### config.mk
export PLATFORM = sky130hd
export DESIGN_NAME = monotonic_run_extremum_detector_unit
export DESIGN_NICKNAME = d
export VERILOG_FILES = /design/src/hw/rtl/mred_pkg.sv /design/src/hw/rtl/mred_evq.sv /design/src/hw/rtl/mred_front.sv /design/src/hw/rtl/mred_back.sv /design/src/hw/rtl/monotonic_run_extremum_detector_unit.sv
export SDC_FILE = /design/constraint.sdc
export NUM_CORES = 1
export LEC_CHECK = 0
export ABC_AREA = 1
export BUFFER_PORTS_ARGS = -buffer_cell sky130_fd_sc_hd__buf_2
export CAP_MARGIN = 20
export CORE_MARGIN = 1
export CORE_UTILIZATION = 65
export DETAILED_ROUTE_END_ITERATION = 8
export GPL_TIMING_DRIVEN = 0
export PLACE_DENSITY = 0.95
export SLEW_MARGIN = 20
export SYNTH_ARGS = -nofsm -noshare
export SYNTH_HDL_FRONTEND = slang
export SYNTH_SLANG_ARGS = --single-unit
### constraint.sdc
create_clock -name clk -period 9.3 [get_ports clk]
set_input_delay 0.93 -clock clk [delete_from_list [all_inputs] [get_ports clk]]
set_output_delay 0.93 -clock clk [all_outputs]
set_load 0.05 [all_outputs]
### src/hw/rtl/mred_pkg.sv
// Shared types and constants for the monotonic run extremum detector.
`timescale 1ns / 1ps
package mred_pkg;

    localparam int SAMPLE_BITS = 16;
    localparam int POS_BITS    = 32;
    localparam int RUN_BITS    = 3;
    localparam int AMP_BITS    = 16;
    localparam int CFG_BITS    = 16;

    localparam logic [RUN_BITS-1:0] RUN_STEPS = 3'd4;
    localparam logic [POS_BITS-1:0] POS_MAX   = {POS_BITS{1'b1}};

    // Configuration register indexes
    localparam logic REG_MAX_FLOOR   = 1'b0;
    localparam logic REG_MIN_CEILING = 1'b1;

    // Extreme kinds
    localparam logic KIND_MAX = 1'b0;
    localparam logic KIND_MIN = 1'b1;

    typedef struct packed {
        logic signed [SAMPLE_BITS-1:0] sample;
        logic                          first;
    } in_item_t;

    typedef struct packed {
        logic                          kind;
        logic signed [SAMPLE_BITS-1:0] value;
        logic [POS_BITS-1:0]           position;
        logic                          has_previous;
        logic [AMP_BITS-1:0]           amplitude;
        logic [POS_BITS-1:0]           step_time;
        logic [AMP_BITS-2:0]           half_amplitude;
    } out_item_t;

    // Kept extreme passed from the front to the back
    typedef struct packed {
        logic                          kind;
        logic signed [SAMPLE_BITS-1:0] value;
        logic [POS_BITS-1:0]           position;
        logic                          has_previous;
    } event_t;

endpackage

### src/hw/rtl/mred_evq.sv
// Two-entry event queue between the front and the back.
`timescale 1ns / 1ps
module mred_evq (
    input  logic            clk,
    input  logic            rst_n,
    input  logic            push,
    input  mred_pkg::event_t din,
    output logic            full,
    input  logic            pop,
    output mred_pkg::event_t dout,
    output logic            empty
);
    import mred_pkg::*;

    event_t     mem_reg [2];
    logic       wr_ptr_reg;
    logic       rd_ptr_reg;
    logic [1:0] count_reg;
    logic       do_push;
    logic       do_pop;

    assign full    = (count_reg == 2'd2);
    assign empty   = (count_reg == 2'd0);
    assign dout    = mem_reg[rd_ptr_reg];
    assign do_push = push && !full;
    assign do_pop  = pop && !empty;

    always_ff @(posedge clk or negedge rst_n)
    begin
        if (!rst_n)
        begin
            wr_ptr_reg <= 1'b0;
            rd_ptr_reg <= 1'b0;
            count_reg  <= 2'd0;
        end
        else
        begin
            if (do_push)
                wr_ptr_reg <= ~wr_ptr_reg;
            if (do_pop)
                rd_ptr_reg <= ~rd_ptr_reg;
            if (do_push && !do_pop)
                count_reg <= count_reg + 2'd1;
            else if (do_pop && !do_push)
                count_reg <= count_reg - 2'd1;
        end
    end

    always_ff @(posedge clk)
    begin
        if (do_push)
            mem_reg[wr_ptr_reg] <= din;
    end

endmodule

### src/hw/rtl/mred_front.sv
// Front part: position count, run tracking, pending extremes and keep decision.
`timescale 1ns / 1ps
module mred_front (
    input  logic                            clk,
    input  logic                            rst_n,
    input  logic                            cfg_wr_en,
    input  logic                            cfg_index,
    input  logic [mred_pkg::CFG_BITS-1:0]   cfg_data,
    input  logic                            push,
    input  mred_pkg::in_item_t              item,
    output logic                            full,
    output logic                            ev_push,
    output mred_pkg::event_t                ev,
    input  logic                            ev_full
);
    import mred_pkg::*;

    logic signed [SAMPLE_BITS-1:0] max_floor_reg;
    logic signed [SAMPLE_BITS-1:0] min_ceiling_reg;

    logic [POS_BITS-1:0]           count_reg, count_next, count_eff;
    logic signed [SAMPLE_BITS-1:0] prev_reg;
    logic [RUN_BITS-1:0]           rise_reg, rise_next, rise_eff;
    logic [RUN_BITS-1:0]           fall_reg, fall_next, fall_eff;
    logic                          maxp_reg, maxp_next, maxp_eff;
    logic signed [SAMPLE_BITS-1:0] maxv_reg, maxv_next;
    logic [POS_BITS-1:0]           maxpos_reg, maxpos_next;
    logic                          minp_reg, minp_next, minp_eff;
    logic signed [SAMPLE_BITS-1:0] minv_reg, minv_next;
    logic [POS_BITS-1:0]           minpos_reg, minpos_next;
    logic                          kept_reg, kept_next, kept_eff;

    logic accept;
    logic has_pred;
    logic up;
    logic down;
    logic keep_max;
    logic keep_min;

    assign full   = ev_full;
    assign accept = push && !full;

    always_comb
    begin
        // A new record clears runs, pendings, history and position
        count_eff = item.first ? '0   : count_reg;
        rise_eff  = item.first ? '0   : rise_reg;
        fall_eff  = item.first ? '0   : fall_reg;
        maxp_eff  = item.first ? 1'b0 : maxp_reg;
        minp_eff  = item.first ? 1'b0 : minp_reg;
        kept_eff  = item.first ? 1'b0 : kept_reg;

        has_pred   = (count_eff != '0);
        count_next = (count_eff == POS_MAX) ? count_eff : count_eff + 1'b1;
        up         = has_pred && (item.sample > prev_reg);
        down       = has_pred && (item.sample < prev_reg);

        rise_next = '0;
        fall_next = '0;
        if (up)
            rise_next = (rise_eff < RUN_STEPS) ? rise_eff + 1'b1 : rise_eff;
        else if (down)
            fall_next = (fall_eff < RUN_STEPS) ? fall_eff + 1'b1 : fall_eff;

        maxp_next   = maxp_eff;
        maxv_next   = maxv_reg;
        maxpos_next = maxpos_reg;
        keep_max    = 1'b0;
        if (rise_next >= RUN_STEPS)
        begin
            maxp_next   = 1'b1;
            maxv_next   = item.sample;
            maxpos_next = count_eff;
        end
        else if (maxp_eff)
        begin
            maxp_next = 1'b0;
            keep_max  = (maxv_reg > max_floor_reg);
        end

        minp_next   = minp_eff;
        minv_next   = minv_reg;
        minpos_next = minpos_reg;
        keep_min    = 1'b0;
        if (fall_next >= RUN_STEPS)
        begin
            minp_next   = 1'b1;
            minv_next   = item.sample;
            minpos_next = count_eff;
        end
        else if (minp_eff)
        begin
            minp_next = 1'b0;
            // A kept maximum wins if both release at once
            keep_min  = !keep_max && (minv_reg < min_ceiling_reg);
        end

        kept_next       = kept_eff || keep_max || keep_min;
        ev_push         = accept && (keep_max || keep_min);
        ev.kind         = keep_max ? KIND_MAX : KIND_MIN;
        ev.value        = keep_max ? maxv_reg : minv_reg;
        ev.position     = keep_max ? maxpos_reg : minpos_reg;
        ev.has_previous = kept_eff;
    end

    always_ff @(posedge clk or negedge rst_n)
    begin
        if (!rst_n)
        begin
            max_floor_reg   <= '0;
            min_ceiling_reg <= '0;
        end
        else if (cfg_wr_en)
        begin
            unique case (cfg_index)
                REG_MAX_FLOOR:   max_floor_reg   <= cfg_data;
                REG_MIN_CEILING: min_ceiling_reg <= cfg_data;
                default: ;
            endcase
        end
    end

    always_ff @(posedge clk or negedge rst_n)
    begin
        if (!rst_n)
        begin
            count_reg  <= '0;
            prev_reg   <= '0;
            rise_reg   <= '0;
            fall_reg   <= '0;
            maxp_reg   <= 1'b0;
            maxv_reg   <= '0;
            maxpos_reg <= '0;
            minp_reg   <= 1'b0;
            minv_reg   <= '0;
            minpos_reg <= '0;
            kept_reg   <= 1'b0;
        end
        else if (accept)
        begin
            count_reg  <= count_next;
            prev_reg   <= item.sample;
            rise_reg   <= rise_next;
            fall_reg   <= fall_next;
            maxp_reg   <= maxp_next;
            maxv_reg   <= maxv_next;
            maxpos_reg <= maxpos_next;
            minp_reg   <= minp_next;
            minv_reg   <= minv_next;
            minpos_reg <= minpos_next;
            kept_reg   <= kept_next;
        end
    end

endmodule

### src/hw/rtl/mred_back.sv
// Back part: amplitude and step time against the last kept extreme, result queue.
`timescale 1ns / 1ps
module mred_back (
    input  logic                clk,
    input  logic                rst_n,
    input  logic                ev_empty,
    input  mred_pkg::event_t    ev,
    output logic                ev_pop,
    output mred_pkg::out_item_t result,
    output logic                empty,
    input  logic                pop
);
    import mred_pkg::*;

    logic signed [SAMPLE_BITS-1:0] last_value_reg;
    logic [POS_BITS-1:0]           last_pos_reg;

    out_item_t  q_reg [2];
    logic       wr_ptr_reg;
    logic       rd_ptr_reg;
    logic [1:0] count_reg;
    logic       do_pop;

    logic signed [SAMPLE_BITS:0] diff;
    logic [SAMPLE_BITS:0]        abs_diff;
    out_item_t                   res_new;

    assign empty  = (count_reg == 2'd0);
    assign result = q_reg[rd_ptr_reg];
    assign do_pop = pop && !empty;
    assign ev_pop = !ev_empty && (count_reg != 2'd2);

    always_comb
    begin
        diff     = {ev.value[SAMPLE_BITS-1], ev.value}
                 - {last_value_reg[SAMPLE_BITS-1], last_value_reg};
        abs_diff = diff[SAMPLE_BITS] ? -diff : diff;

        res_new.kind         = ev.kind;
        res_new.value        = ev.value;
        res_new.position     = ev.position;
        res_new.has_previous = ev.has_previous;
        res_new.amplitude      = '0;
        res_new.step_time      = '0;
        res_new.half_amplitude = '0;
        if (ev.has_previous)
        begin
            res_new.amplitude      = abs_diff[AMP_BITS-1:0];
            res_new.step_time      = ev.position - last_pos_reg;
            res_new.half_amplitude = abs_diff[AMP_BITS-1:1];
        end
    end

    always_ff @(posedge clk or negedge rst_n)
    begin
        if (!rst_n)
        begin
            wr_ptr_reg <= 1'b0;
            rd_ptr_reg <= 1'b0;
            count_reg  <= 2'd0;
        end
        else
        begin
            if (ev_pop)
                wr_ptr_reg <= ~wr_ptr_reg;
            if (do_pop)
                rd_ptr_reg <= ~rd_ptr_reg;
            if (ev_pop && !do_pop)
                count_reg <= count_reg + 2'd1;
            else if (do_pop && !ev_pop)
                count_reg <= count_reg - 2'd1;
        end
    end

    always_ff @(posedge clk)
    begin
        if (ev_pop)
        begin
            q_reg[wr_ptr_reg] <= res_new;
            last_value_reg    <= ev.value;
            last_pos_reg      <= ev.position;
        end
    end

endmodule

### src/hw/rtl/monotonic_run_extremum_detector_unit.sv
// Top level of the monotonic run extremum detector.
//
//   channel   handshake            payload
//   -------   ------------------   ---------------------------------
//   input     push / full          sample_item (sample, first)
//   result    empty / pop          result (kind, value, position, ...)
//   config    cfg_wr_en            cfg_index, cfg_data
//
// One sample per cycle is taken while full is low; the front classifies it in the accepting cycle.
// A kept extreme passes through the event queue into the result queue: the edge that takes the
// releasing sample writes it to the event queue, and it moves on into the result queue when that has room.
// Full rises only when the two-entry event queue is full, which takes a stalled pop.
// Reset clears all run state, history and both thresholds; no clearing pass.
`timescale 1ns / 1ps
module monotonic_run_extremum_detector_unit (
    input  logic                          clk,
    input  logic                          rst_n,
    input  logic                          cfg_wr_en,
    input  logic                          cfg_index,
    input  logic [mred_pkg::CFG_BITS-1:0] cfg_data,
    input  logic                          push,
    input  mred_pkg::in_item_t            sample_item,
    output logic                          full,
    output logic                          empty,
    input  logic                          pop,
    output mred_pkg::out_item_t           result
);
    import mred_pkg::*;

    logic   ev_push;
    logic   ev_full;
    logic   ev_pop;
    logic   ev_empty;
    event_t ev_in;
    event_t ev_out;

    mred_front u_front (
        .clk       (clk),
        .rst_n     (rst_n),
        .cfg_wr_en (cfg_wr_en),
        .cfg_index (cfg_index),
        .cfg_data  (cfg_data),
        .push      (push),
        .item      (sample_item),
        .full      (full),
        .ev_push   (ev_push),
        .ev        (ev_in),
        .ev_full   (ev_full)
    );

    mred_evq u_evq (
        .clk   (clk),
        .rst_n (rst_n),
        .push  (ev_push),
        .din   (ev_in),
        .full  (ev_full),
        .pop   (ev_pop),
        .dout  (ev_out),
        .empty (ev_empty)
    );

    mred_back u_back (
        .clk      (clk),
        .rst_n    (rst_n),
        .ev_empty (ev_empty),
        .ev       (ev_out),
        .ev_pop   (ev_pop),
        .result   (result),
        .empty    (empty),
        .pop      (pop)
    );

endmodule

==> results.txt <==
Die Height: 201.1 um
clk buf depth: 3
RSZ-0062 raised after global routing: false
synth-to-layout area growth: 13.97%
die area: 40440 um^2
commonest non-fill, non-tap cell in the layout: nand2_1
FFs w/ async S/R, synth: 0.3570
CTS tree: built
Post-DRT Antenna Nets: 0
slowest stage cell on the critical path: clkbuf_1
share of cells above drive strength 1: 0.1070
post-synth net total: 2910
top_reg_cell synth: edfxtp_1
synthesized flop and latch total: 535
initial core utilization: 0.6636
library cells used by synthesis: 52
fmax: 0.2141 GHz
RR Startpoint: u_evq.rd_ptr_reg
total congestion overflow: 0
Initial DRT Pass Iterations: 6
Final Hold Viols: 0
nature of the critical path endpoint: flop
Hold Buf Count CTS: 0
CTS HTree Levels: 2
HP Class: primary input to async pin
flop2flop setup slack: 4.63 ns
Final Non-Filler Cells: 3545
fin crit share: 0.5021
Clock Latency Late Sink: 0.60 ns
num rows: 72
Slew HR: 0.3495
placed insts: 3453
drt total wl: 66.91 mm
max reg flops: 196
WP data arrival: 5.01 ns
status: completed
vias: 21029
Mapped Cells: 2768
first-pass GRT wire length: 106.5 mm
CP dominant cell by count: nand2_1
R2R cell count: 20
Final min period: 4.670 ns
most frequent cells in the layout: nand2_1, edfxtp_1, inv_1
synthesized area per cell: 9.309 um^2
GRT Total Usage: 0.3349
cell area after synthesis: 25770 um^2
area of the core: 38830 um^2
DRC viols: 0
Clock transition at path regs: 0.06 ns
number of antenna violations at the first check in global routing: 0
DR vias/cell: 5.932
final setup vio count: 0
Layout Nets: 3129
Layout Skew: 0.01658 ns
final core utilization: 0.7563
largest net degree at the start of global routing: 89
# resized after CTS: 0
DR WL/cell: 18.87 um
Worst Path Required: 9.64 ns
Cell Chain, Critical Path: clkbuf_1 -> inv_1 -> clkbuf_1 -> clkbuf_1 -> nand2_1 -> nand2_1 -> fa_1 -> nand2_1 -> nand2_1 -> nand3_1 -> nand2_1 -> nand3_1 -> nand2_1 -> or2_1 -> nand2_1 -> inv_2 -> buf_2 -> nand2_1 -> o21ai_0 -> nor2_1
slowest cell delay on critical path: 0.54 ns
Die Span X: 201.1 um
synth warn: 0
Crit Path Category: flop to flop
HPWL after detailed placement: 47.48 mm
Port-buffer cells: 153
crit path max fanout: 10
Slew Viols, Final: 0
RD Place Congestion: 0.9340
RR Endpoint: u_back.q_reg[0][59]
setup TNS: 0 ns
Critical Path Source Type: flop
Antenna diodes: 0
MaxCap Viol Count: 0
Setup Fix Bufs, Post-CTS: 0
register area share after synthesis: 0.5864
worst-margin pin slew: 0.9656 ns
vias in the first global route: 20786
delay-heaviest family, CP: simple AND/OR/NAND/NOR gates
root buffer cell: clkbuf_16
clock sink total: 535
CP bufs+invs: 6
Ports: 154
CTS Buf Count: 50
initial DRC count: 2308
Post-synth EDFFs: 344
## routing by layer
| metal | GRT usage | vias to the layer above | part of all wire |
|---|---|---|---|
| met5 | 0 | - | 0 |
| met4 | 0.1570 | 0 | 0.045 |
| met3 | 0.04341 | 229 | 0.084 |
| met2 | 0.5813 | 1255 | 0.50 |
| met1 | 0.4188 | 10002 | 0.37 |
| li1 | - | 9543 | - |
## through the flow
step	cell area, um^2	setup slack [ns]	hold WS (ns)
4_1_cts	29360	4.817	0.1512
6_report	29360	4.630	0.1640
3_3_place_gp	27180	2.106	0.4530
3_5_place_dp	27580	5.005	0.4668
5_1_grt	29360	4.404	0.1657
2_1_floorplan	25770	4.011	0.4419
## logic make-up (layout without fill, tap and decap cells)
logic type | Yosys count | in the layout | share of synthesized area
and+or+nand+nor | 1336 | 1336 | 0.2112
DFF | 535 | 535 | 0.5864
buffers and inverters | 383 | 642 | 0.06196
AOI/OAI and AO/OA | 367 | 367 | 0.07483
adders and majority gates | 103 | 103 | 0.05060
xor gates and xnor gates | 44 | 44 | 0.01496
## cell usage after synthesis, types with 5 or more instances
cell type  count  share of area
a21oi_1      158          0.031
buf_1          7         0.0010
buf_2         20         0.0039
buf_4         16         0.0047
buf_6          9         0.0039
clkbuf_1      54         0.0079
dfrtp_1      191           0.19
edfxtp_1     344           0.40
ha_1         101          0.049
inv_1        268          0.039
nand2_1      936           0.14
nand3_1      111          0.022
nand4_1       27         0.0066
nor2_1       196          0.029
nor2_2         5         0.0012
nor3_1        21         0.0041
nor4_1        10         0.0024
o21ai_0      162          0.031
o21ai_1       16         0.0031
o21bai_1       9         0.0026
xnor2_1       14         0.0048
xor2_1        30          0.010
## how the worst max path moves through the flow
stage / startpoint / end / slack, ns / cells after the start
after floorplan: u_back.count_reg[1] / u_back.q_reg[1][100] / 4.01 / 3
final: u_evq.rd_ptr_reg / u_back.q_reg[0][59] / 4.63 / 20
after detailed placement: u_evq.rd_ptr_reg / u_back.q_reg[0][59] / 5.01 / 20
after global routing: u_evq.rd_ptr_reg / u_back.q_reg[0][61] / 4.40 / 21
after CTS: u_evq.rd_ptr_reg / u_back.q_reg[0][59] / 4.82 / 20
after global placement: u_back.count_reg[1] / u_back.q_reg[1][26] / 2.11 / 3
## cell type report
cell class	instances	area, um^2
Multi-Input combinational cell	1850	9082
Sequential cell	535	15110
Clock buffer	62	1370
Timing Repair Buffer	167	1139
Tap cell	518	648.1
Buffer	107	555.5
Fill cell	2414	9463
Clock inverter	30	419.2
Inverter	276	1041
Power is left out: the tool's default activity adds up to more than one toggle a clock period on the data nets, which glitch-free logic cannot reach.
